**config.mk**
```make
export PLATFORM = sky130hd
export DESIGN_NAME = lfu_cache_table
export DESIGN_NICKNAME = d
export VERILOG_FILES = /design/src/rtl/lfu_pkg.sv /design/src/rtl/lfu_cache_table.sv /design/src/rtl/lfu_engine.sv
export SDC_FILE = /design/constraint.sdc
export NUM_CORES = 2
export LEC_CHECK = 0
export ABC_CLOCK_PERIOD_IN_PS = 8300
export BUFFER_PORTS_ARGS = -buffer_cell sky130_fd_sc_hd__buf_2
export CAP_MARGIN = 20
export CORE_ASPECT_RATIO = 1.2
export CORE_MARGIN = 10
export CORE_UTILIZATION = 55
export CTS_BUF_LIST = sky130_fd_sc_hd__clkbuf_4 sky130_fd_sc_hd__clkbuf_8 sky130_fd_sc_hd__clkbuf_16
export CTS_CLUSTER_DIAMETER = 100
export DETAILED_ROUTE_END_ITERATION = 10
export PLACE_DENSITY = 0.74
export SYNTH_ARGS = -nofsm -noshare
export SYNTH_HDL_FRONTEND = slang
export SYNTH_HIERARCHICAL = 1
export SYNTH_SLANG_ARGS = --single-unit
```
**constraint.sdc**
```tcl
create_clock -name clk -period 8.3 [get_ports clk]
set_clock_uncertainty 0.05 [all_clocks]
set_input_delay 1.66 -clock clk [delete_from_list [all_inputs] [get_ports clk]]
set_output_delay 1.66 -clock clk [all_outputs]
set_load 0.03 [all_outputs]
```
**src/rtl/lfu_pkg.sv**
```systemverilog
`timescale 1ns / 1ps

package lfu_pkg;

  // table geometry
  localparam int MAX_ENTRIES = 16;
  localparam int IDX_W       = (MAX_ENTRIES > 1) ? $clog2(MAX_ENTRIES) : 1;
  localparam int CNT_W       = $clog2(MAX_ENTRIES + 1);

  // field widths
  localparam int KEY_W   = 32;
  localparam int DATA_W  = 32;
  localparam int USES_W  = 32;
  localparam int STAMP_W = 40;
  localparam int CAP_W   = 5;
  localparam int EXT_W   = (CAP_W > CNT_W) ? CAP_W : CNT_W;

  // register port
  localparam int ADDR_W = 3;
  localparam int PDATA_W = 32;
  localparam logic REG_CAPACITY = 1'b0;
  localparam logic [CAP_W-1:0] CAP_RESET = CAP_W'(16);

  localparam logic [DATA_W-1:0] NOT_FOUND = '1;

  typedef struct packed {
    logic              is_set;
    logic [KEY_W-1:0]  key;
    logic [DATA_W-1:0] value;
  } req_t;

  typedef struct packed {
    logic              found;
    logic [DATA_W-1:0] value;
  } res_t;

  typedef struct packed {
    logic [KEY_W-1:0]   key;
    logic [DATA_W-1:0]  data;
    logic [USES_W-1:0]  uses;
    logic [STAMP_W-1:0] stamp;
  } row_t;

  typedef enum logic [1:0] {
    ST_IDLE,
    ST_SCAN,
    ST_WRITE,
    ST_DONE
  } state_t;

endpackage

```
**src/rtl/lfu_cache_table.sv**
```systemverilog
`timescale 1ns / 1ps

// channel   direction  handshake             payload
// req       in         req_valid/req_stall   req_type, req_key, req_value
// resp      out        resp_valid/resp_stall key_found, read_value
// cfg       in         APB psel/penable      capacity_in_use at byte address 0
//
// each word passes from accept to result register through a scan of every slot
// of the table memory plus its read latency, a write-back state and a hand-off
// state; the next word is accepted only after the result has gone to the output
// register, so the table does not take a new word while one is in flight.
// reset clears valid marks, occupancy, access clock and capacity (16);
// no word is taken while reset is high.
// a stalled result sits in the output register; the table takes the next word
// while it waits, and holds its own result until the register frees.

module lfu_cache_table (
  input  logic                        clk,
  input  logic                        rst,
  input  logic                        req_valid,
  output logic                        req_stall,
  input  logic                        req_type,
  input  logic signed [31:0]          req_key,
  input  logic signed [31:0]          req_value,
  output logic                        resp_valid,
  input  logic                        resp_stall,
  output logic                        key_found,
  output logic signed [31:0]          read_value,
  input  logic                        psel,
  input  logic                        penable,
  input  logic                        pwrite,
  input  logic [lfu_pkg::ADDR_W-1:0]  paddr,
  input  logic [lfu_pkg::PDATA_W-1:0] pwdata,
  output logic [lfu_pkg::PDATA_W-1:0] prdata,
  output logic                        pready
);
  import lfu_pkg::*;

  logic [CAP_W-1:0] capacity_in_use;
  logic             core_idle;
  logic             req_fire;
  req_t             req;
  res_t             res;
  logic             res_valid;
  logic             res_take;

  // register port
  assign pready = 1'b1;
  assign prdata = (paddr[2] == REG_CAPACITY) ? PDATA_W'(capacity_in_use) : '0;

  always_ff @(posedge clk) begin
    if (rst) begin
      capacity_in_use <= CAP_RESET;
    end else if (psel && penable && pwrite && pready && (paddr[2] == REG_CAPACITY)) begin
      capacity_in_use <= pwdata[CAP_W-1:0];
    end
  end

  // request side
  assign req_stall = rst || !core_idle;
  assign req_fire  = req_valid && !req_stall;
  assign req       = '{is_set: req_type, key: req_key, value: req_value};

  lfu_engine u_engine (
    .clk       (clk),
    .rst       (rst),
    .capacity  (capacity_in_use),
    .req       (req),
    .req_fire  (req_fire),
    .idle      (core_idle),
    .res       (res),
    .res_valid (res_valid),
    .res_take  (res_take)
  );

  // output register
  assign res_take = res_valid && (!resp_valid || !resp_stall);

  always_ff @(posedge clk) begin
    if (rst) begin
      resp_valid <= 1'b0;
    end else if (res_take) begin
      resp_valid <= 1'b1;
    end else if (!resp_stall) begin
      resp_valid <= 1'b0;
    end
  end

  always_ff @(posedge clk) begin
    if (res_take) begin
      key_found  <= res.found;
      read_value <= res.value;
    end
  end

endmodule

```
**src/rtl/lfu_engine.sv**
```systemverilog
`timescale 1ns / 1ps

module lfu_engine (
  input  logic                      clk,
  input  logic                      rst,
  input  logic [lfu_pkg::CAP_W-1:0] capacity,
  input  lfu_pkg::req_t             req,
  input  logic                      req_fire,
  output logic                      idle,
  output lfu_pkg::res_t             res,
  output logic                      res_valid,
  input  logic                      res_take
);
  import lfu_pkg::*;

  state_t state, state_next;

  // slot table and valid marks
  row_t mem [MAX_ENTRIES];
  row_t rrow;
  logic [MAX_ENTRIES-1:0] slot_valid;

  logic [CNT_W-1:0]   cnt;
  logic [CNT_W-1:0]   occupied;
  logic [STAMP_W-1:0] access_clock;
  req_t               cur;

  // scan results
  logic               hit;
  logic [IDX_W-1:0]   hit_idx;
  logic [DATA_W-1:0]  hit_data;
  logic [USES_W-1:0]  hit_uses;
  logic               free_ok;
  logic [IDX_W-1:0]   free_idx;
  logic               vic_ok;
  logic [IDX_W-1:0]   vic_idx;
  logic [USES_W-1:0]  vic_uses;
  logic [STAMP_W-1:0] vic_stamp;

  logic [CNT_W-1:0]   cnt_m1;
  logic [IDX_W-1:0]   chk_idx;
  logic               chk_on;
  logic               chk_live;
  logic [IDX_W-1:0]   raddr;

  // write-back decision
  logic               mem_we;
  logic [IDX_W-1:0]   waddr;
  row_t               wrow;
  logic               set_valid;
  logic               clk_adv;
  logic [CNT_W-1:0]   occ_v;
  logic               occ_we;
  res_t               res_v;
  logic [EXT_W-1:0]   cap_ext;
  logic [EXT_W-1:0]   cap_eff;
  logic [STAMP_W-1:0] stamp_new;
  logic [USES_W-1:0]  uses_inc;
  logic               take_free;
  logic [IDX_W-1:0]   target;

  assign cnt_m1   = cnt - CNT_W'(1);
  assign chk_idx  = cnt_m1[IDX_W-1:0];
  assign chk_on   = (state == ST_SCAN) && (cnt != '0);
  assign chk_live = chk_on && slot_valid[chk_idx];
  assign raddr    = (cnt == CNT_W'(MAX_ENTRIES)) ? '0 : cnt[IDX_W-1:0];

  assign cap_ext   = EXT_W'(capacity);
  assign cap_eff   = (cap_ext > EXT_W'(MAX_ENTRIES)) ? EXT_W'(MAX_ENTRIES) : cap_ext;
  assign stamp_new = access_clock + STAMP_W'(1);
  assign uses_inc  = (hit_uses == '1) ? hit_uses : hit_uses + USES_W'(1);

  assign idle      = (state == ST_IDLE);
  assign res_valid = (state == ST_DONE);

  // synchronous table memory
  always_ff @(posedge clk) begin
    if (mem_we) begin
      mem[waddr] <= wrow;
    end
    rrow <= mem[raddr];
  end

  // state register
  always_ff @(posedge clk) begin
    if (rst) begin
      state <= ST_IDLE;
    end else begin
      state <= state_next;
    end
  end

  // next state and write-back decision
  always_comb begin
    state_next = state;
    mem_we     = 1'b0;
    waddr      = hit_idx;
    wrow       = '{key: cur.key, data: hit_data, uses: uses_inc, stamp: stamp_new};
    set_valid  = 1'b0;
    clk_adv    = 1'b0;
    occ_we     = 1'b0;
    occ_v      = occupied;
    take_free  = 1'b0;
    target     = '0;
    res_v      = '{found: hit, value: NOT_FOUND};
    unique case (state)
      ST_IDLE: begin
        if (req_fire) begin
          state_next = ST_SCAN;
        end
      end
      ST_SCAN: begin
        if (cnt == CNT_W'(MAX_ENTRIES)) begin
          state_next = ST_WRITE;
        end
      end
      ST_WRITE: begin
        state_next = ST_DONE;
        if (!cur.is_set) begin
          // get: hit bumps the count and stamp
          if (hit) begin
            mem_we      = 1'b1;
            clk_adv     = 1'b1;
            res_v.value = hit_data;
          end
        end else if (cap_eff == '0) begin
          // storing disabled: report only
          if (hit) begin
            res_v.value = hit_data;
          end
        end else if (hit) begin
          // set hit: overwrite and count a use
          mem_we      = 1'b1;
          clk_adv     = 1'b1;
          wrow.data   = cur.value;
          res_v.value = cur.value;
        end else begin
          // set miss: free slot or evict the victim
          take_free = (EXT_W'(occupied) < cap_eff) && free_ok;
          if (take_free) begin
            target = free_idx;
          end else if (vic_ok) begin
            target = vic_idx;
          end
          if (!take_free && slot_valid[target] && (occ_v != '0)) begin
            occ_v = occ_v - CNT_W'(1);
          end
          if (occ_v < CNT_W'(MAX_ENTRIES)) begin
            occ_v = occ_v + CNT_W'(1);
          end
          occ_we    = 1'b1;
          mem_we    = 1'b1;
          clk_adv   = 1'b1;
          set_valid = 1'b1;
          waddr     = target;
          wrow      = '{key: cur.key, data: cur.value, uses: USES_W'(1), stamp: stamp_new};
        end
      end
      ST_DONE: begin
        if (res_take) begin
          state_next = ST_IDLE;
        end
      end
      default: state_next = ST_IDLE;
    endcase
  end

  // control registers
  always_ff @(posedge clk) begin
    if (rst) begin
      slot_valid   <= '0;
      occupied     <= '0;
      access_clock <= '0;
      cnt          <= '0;
      hit          <= 1'b0;
      free_ok      <= 1'b0;
      vic_ok       <= 1'b0;
    end else begin
      if (state == ST_IDLE && req_fire) begin
        cnt     <= '0;
        hit     <= 1'b0;
        free_ok <= 1'b0;
        vic_ok  <= 1'b0;
      end
      if (state == ST_SCAN) begin
        cnt <= cnt + CNT_W'(1);
        // key match, first free slot, least-used oldest victim
        if (chk_live && !hit && (rrow.key == cur.key)) begin
          hit <= 1'b1;
        end
        if (chk_on && !slot_valid[chk_idx] && !free_ok) begin
          free_ok <= 1'b1;
        end
        if (chk_live) begin
          vic_ok <= 1'b1;
        end
      end
      if (set_valid) begin
        slot_valid[waddr] <= 1'b1;
      end
      if (occ_we) begin
        occupied <= occ_v;
      end
      if (clk_adv) begin
        access_clock <= stamp_new;
      end
    end
  end

  // payload registers
  always_ff @(posedge clk) begin
    if (state == ST_IDLE && req_fire) begin
      cur <= req;
    end
    if (chk_live && !hit && (rrow.key == cur.key)) begin
      hit_idx  <= chk_idx;
      hit_data <= rrow.data;
      hit_uses <= rrow.uses;
    end
    if (chk_on && !slot_valid[chk_idx] && !free_ok) begin
      free_idx <= chk_idx;
    end
    if (chk_live && (!vic_ok || (rrow.uses < vic_uses) ||
        ((rrow.uses == vic_uses) && (rrow.stamp < vic_stamp)))) begin
      vic_idx   <= chk_idx;
      vic_uses  <= rrow.uses;
      vic_stamp <= rrow.stamp;
    end
    if (state == ST_WRITE) begin
      res <= res_v;
    end
  end

endmodule
```
Yosys cells after proc, flatten, opt, wreduce, memory -nomap -nowiden
Memories as Yosys holds them, arrays and structs flattened. A register that Yosys moved wholly into a read port is not among the register bits. Cells that the tools add are included. W data, S select, Z words.

Add/subtract/negate cells: 6. $lt $le $gt $ge: 9. Equal/unequal tests: 11. Multiplexer cells: 61. Bitwise logic cells: 4. Reduce and logical (&&, ||, !) cells: 38.

Operator list (count): $mux W104 (3); $mux W32 (5); $mux W72 (1); $eq A32 B32 Y1 (2); $mux W5 (10); $mux W4 (11); $add A40 B1 Y40 const B (1); $lt A40 B40 Y1 (1); $add A32 B1 Y32 const B (1); $eq A32 B32 Y1 const B (1); $lt A32 B32 Y1 (1); $mux W1 (24); $logic_and A1 B1 Y1 (18); $or A16 B16 Y16 (1); $lt A4 B5 Y1 const B (3); $add A5 B1 Y5 const B (2); $reduce_bool A5 Y1 (2); $logic_not A1 Y1 (9); $bmux W1 S4 (2); $ne A2 B1 Y1 const B (4); $pmux W2 S4 (1); $mux W2 (3); $eq A5 B5 Y1 const B (1); $gt A5 B5 Y1 const B (1); 15 further kinds (21).

Flip-flop bits (word level): 356. Memory bits (writable): 2176. Memories: 1.

Memory list: u_engine.mem (depth 16, bits a word 136, rd ports 1, clocked after memory_dff 1, wr ports 1, RTL line lfu_engine.sv:19) `row_t mem [MAX_ENTRIES];`.

Logic depth before layout (Yosys ltp)
Depth in word-level cells: 20. Mapped depth: 16.

By module
The synthesis kept the hierarchy.

By module, submodules not included: lfu_engine (times used 1, cells an instance 5096, area an instance 100161.1 um^2, sequential area each 76873.7 um^2); lfu_cache_table (times used 1, cells an instance 98, area an instance 1535.2 um^2, sequential area each 1111.1 um^2).

Least setup slack after synthesis
OpenSTA, ideal clock, no wires.

Kind: register to register. Start point: reg u_engine.state[0]. End point: mem u_engine/mem[13][0] (netlist name), enable pin. Library setup time: 0.633 ns. Arrival time: 8.302 ns. Data required time: 7.617 ns. Path slack: -0.685 ns. Stages on the path, launching flop included: 10. Path buffers: 1. Clock period less this slack: 8.985 ns. Cells stage by stage: dfxtp_1 > inv_1 > ha_1 > nand2_1 > nor2_1 > clkbuf_1 > nor2_1 > a21oi_1 > nand2_1 > nor2_1.

Word-level cells in the longest chain between the ends: 4.

RTL lines: from (decl) (RTL line lfu_engine.sv:16) `state_t state, state_next;`; from (signal assigned) (RTL line lfu_engine.sv:89) `state <= state_next;`; $eq A2 B2 Y1 (*) (RTL line lfu_engine.sv:106) `unique case (state)`; $mux W1 (RTL line lfu_engine.sv:106); $mux W1 (RTL line lfu_engine.sv:78) `if (mem_we) begin`; $mux W1 (not written as such) (RTL line lfu_engine.sv:79) `mem[waddr] <= wrow;`; to (decl) (RTL line lfu_engine.sv:19).

Mark *: on every way between the ends. The rest lies on a longest branch, timed or not.

Final worst setup path
Start point: reg capacity_in_use[1]. End point: mem u_engine/mem[5][24] (netlist name), enable pin.

Word-level cells in the longest chain between the ends: 13.

RTL lines: from (decl) (RTL line lfu_cache_table.sv:39) `logic [CAP_W-1:0] capacity_in_use;`; from (signal assigned) (RTL line lfu_cache_table.sv:55) `capacity_in_use <= pwdata[CAP_W-1:0];`; $gt A5 B5 Y1 (RTL line lfu_engine.sv:69) `assign cap_eff = (cap_ext > EXT_W'(MAX_ENTRIES)) ? EXT_W'(MAX_ENTRIES) : cap_ext;`; $mux W5 (*) (RTL line lfu_engine.sv:69); $lt A5 B5 Y1 (RTL line lfu_engine.sv:139) `take_free = (EXT_W'(occupied) < cap_eff) && free_ok;`; $logic_and A1 B1 Y1 (RTL line lfu_engine.sv:139); $mux W4 (RTL line lfu_engine.sv:140) `if (take_free) begin`; $mux W4 (RTL line lfu_engine.sv:131) `end else if (hit) begin`; $mux W4 (RTL line lfu_engine.sv:126) `end else if (cap_eff == '0) begin`; $mux W4 (RTL line lfu_engine.sv:119) `if (!cur.is_set) begin`; $mux W4 (RTL line lfu_engine.sv:106); $mux W4 (RTL line lfu_engine.sv:131); $mux W4 (RTL line lfu_engine.sv:126); $mux W4 (RTL line lfu_engine.sv:119); $mux W4 (RTL line lfu_engine.sv:106).

Mark *: on every way between the ends. The rest lies on a longest branch, timed or not. The select of a mux whose other input is x is not followed.

==> impl_metrics.tcl <==
set metrics [dict create \
    slowest_delay_ps 930 \
    cts.sinks 2668 \
    ir_drop_mv 0.247 \
    pwr-share-clk_pct 37.3 \
    netlist_instances 5194 \
    hold_class "register to register" \
    ctsResizeCount 0 \
    synth_mux_area_share_pct 12.8 \
    seq_area_frac_synth_pct 76.7 \
    synth_compound_area_share_pct 4.01 \
    worst_slack_ps 3010 \
    drv_slew 0 \
    wl_um 233000 \
    arrival_ps 5700 \
    critPathSlowestCell "buf_4" \
    cts_tree "yes" \
    fin_cells 8037 \
    cpMostUsedCell "buf_4" \
    synth_common_cells "edfxtp_1, mux4_2, dfxtp_1" \
    worstSetupStartpointType "register" \
    tns_ps 0 \
    synth_xor_area_share_pct 1.08 \
    max-slew-margin-rel_pct 23.6 \
    critPathBufInv 3 \
    grt_pass1_vias 52800 \
    dp_slack_ps 3060 \
    cts_setup_buffers 0 \
    rows 172 \
    die_area_um2 203000 \
    track_usage_pct 22.8 \
    syn_area_um2 102000 \
    antenna_found_initial 2 \
    final_util_pct 61.7 \
    clkTransAtPathRegs_ps 70 \
    ys_types 69 \
    ys_ff_latch 2668 \
    coreArea_um2 184000 \
    p_sw_uw 6630 \
    worstSetupPathType "register to register" \
    hold_viol_final 0 \
    internal_power_uw 22700 \
    root_buffer "clkbuf_16" \
    nets 5592 \
    powerDensity_nw_per_um2 259 \
    synthSimpleGateAreaFrac_pct 2.89 \
    area_growth_pct 11.5 \
    vias 51200 \
    clockBufferDepth 3 \
    wl_per_cell_um 29.1 \
    dp_hpwl_um 111000 \
    synth_edf_count 2455 \
    num_io_pins 175 \
    start_util_pct 55.4 \
    gp_congestion 0.830 \
    drive_gt1_share_pct 22.5 \
    grt_overflow 0 \
    leakagePower_uw 0.0362 \
    die_w_um 413 \
    yosysTopAreaCell "edfxtp_1" \
    synth_top_area_share_pct 72.5 \
    filler_cell_count 12200 \
    syn_area_per_cell_um2 19.6 \
    seqPwrFrac_pct 52.7 \
    drtAntennaViolNets 0 \
    worstMarginPinSlew_ps 1120 \
    fin_crit_ps 5290 \
    grt_max_degree 132 \
    swShare_pct 22.6 \
    ys.flop_type "edfxtp_1" \
    crit_family "buffers and inverters" \
    cap_violations 0 \
    drt-pass1-iter-count 5 \
    cts_buffers 227 \
    placedCellCount 7584 \
    crit_path_max_fanout 48 \
    htree_levels 4 \
    async_reset_ff_share_pct 0 \
    finalPower_uw 29300 \
    period_share_pct 63.7 \
    drt_iter0_drc 5995 \
    synthAdderAreaFrac_pct 1.05 \
    drc 0 \
    drt-vias-per-instance 6.38 \
    status "complete, no violations" \
    synth_top_family_by_area "multiplexers" \
    worstPathRequired_ps 8710 \
    setup_viol 0 \
    holdBufCountCts 0 \
    grt_setup_unrepaired "no" \
    fmax_mhz 189 \
    combPwrFrac_pct 10.1 \
    worstSetupEndpointType "register" \
    insertion_delay_ps 860 \
    grt_pass1_wl_um 345000 \
    synth_most_common_cell "edfxtp_1" \
    yosys-top-cells-area "edfxtp_1, mux4_2, dfxtp_1" \
    ys.warnings.count 6 \
    crit_path_cell_trace "or2_2 -> o41a_2 -> nand2_2 -> buf_4 -> nor2_4 -> buf_4 -> o21ai_0 -> and2_1 -> nand2_1 -> nor2_4 -> buf_4" \
    port_buffers 117 \
    die_y_um 491 \
]
[per-layer routing]
metal	global-route usage (%)	vias up	part of all wire [%]
li1	-	21400	-
met1	30.8	26900	38
met2	38.1	2528	51
met3	3.59	430	8.3
met4	7.15	0	2.9
met5	0	-	0
[sequential cells by signal (all words and copies together) (netlist names), 16 cells and up]
signal,flops
u_engine/vic_uses,32
u_engine/rrow,136
read_value,32
u_engine/vic_stamp,40
u_engine/res,33
u_engine/hit_uses,32
u_engine/hit_data,32
u_engine/access_clock,40
u_engine/mem,2176
u_engine/cur,65
u_engine/slot_valid,16
[per-stage QoR]
stage               instance area (um^2)  hold WS [ps]
floorplan                         102000           336
global placement                  105000           341
detailed placement                105000           339
CTS                               113000           344
global route                      113000           351
finish                            113000           339
[path summary, 6_finish.rpt]
check                      from                    end  slack (ps)  depth (start not counted)
max reg2reg  capacity_in_use[1]    u_engine/mem[5][24]        3010                         11
min           u_engine/rrow[93]  u_engine/hit_data[21]         340                          0
min reg2reg   u_engine/rrow[93]  u_engine/hit_data[21]         340                          0
max          capacity_in_use[1]    u_engine/mem[5][24]        3010                         11
[cell usage in the layout, fill, tap and decap left out, types with 67 or more instances in the layout]
master     synthesis  final
nand2_1          211    206
inv_1             86     85
mux4_2           454    454
o21ai_0          178    178
mux2i_1          208    208
buf_2              3    117
edfxtp_1        2455   2455
dfxtp_1          213    209
ha_1              85     84
buf_4             28    111
o221ai_1         137    137
nand3_1           68     67
clkbuf_16          0    231
nor2_1           168    150
a21oi_1           97     97
xor2_1            93     93
[logic make-up (layout without fill, tap and decap cells)]
| logic type | after synthesis | count (layout) |
|---|---|---|
| xor+xnor | 125 | 125 |
| other cells | 2 | 29 |
| compound gates | 579 | 579 |
| simple gates | 635 | 635 |
| flops | 2668 | 2668 |
| buf+inv | 378 | 758 |
| fa+ha+maj | 85 | 85 |
| mux | 722 | 722 |
[layout make-up]
cell class | instances | area, um^2 | area share (%)
Antenna cell | 1 | 2.50 | 0.00221
Clock buffer | 324 | 6650 | 5.86
Clock inverter | 105 | 1160 | 1.02
Inverter | 88 | 339 | 0.299
Multi-Input combinational cell | 2174 | 22500 | 19.8
Sequential cell | 2668 | 78000 | 68.8
Tap cell | 2436 | 3050 | 2.69
Timing Repair Buffer | 241 | 1670 | 1.47
[power groups by stage]
stage / registers, uW / logic [uW] / clock network (uW)
global route: 15500 / 3180 / 11600
detailed placement: 15700 / 2950 / 0
floorplan: 15600 / 2140 / 0
global placement: 15700 / 2900 / 0
CTS: 15400 / 2980 / 11000
finish: 15400 / 2960 / 10900
Note: power is estimated with default switching activity, not from simulation.
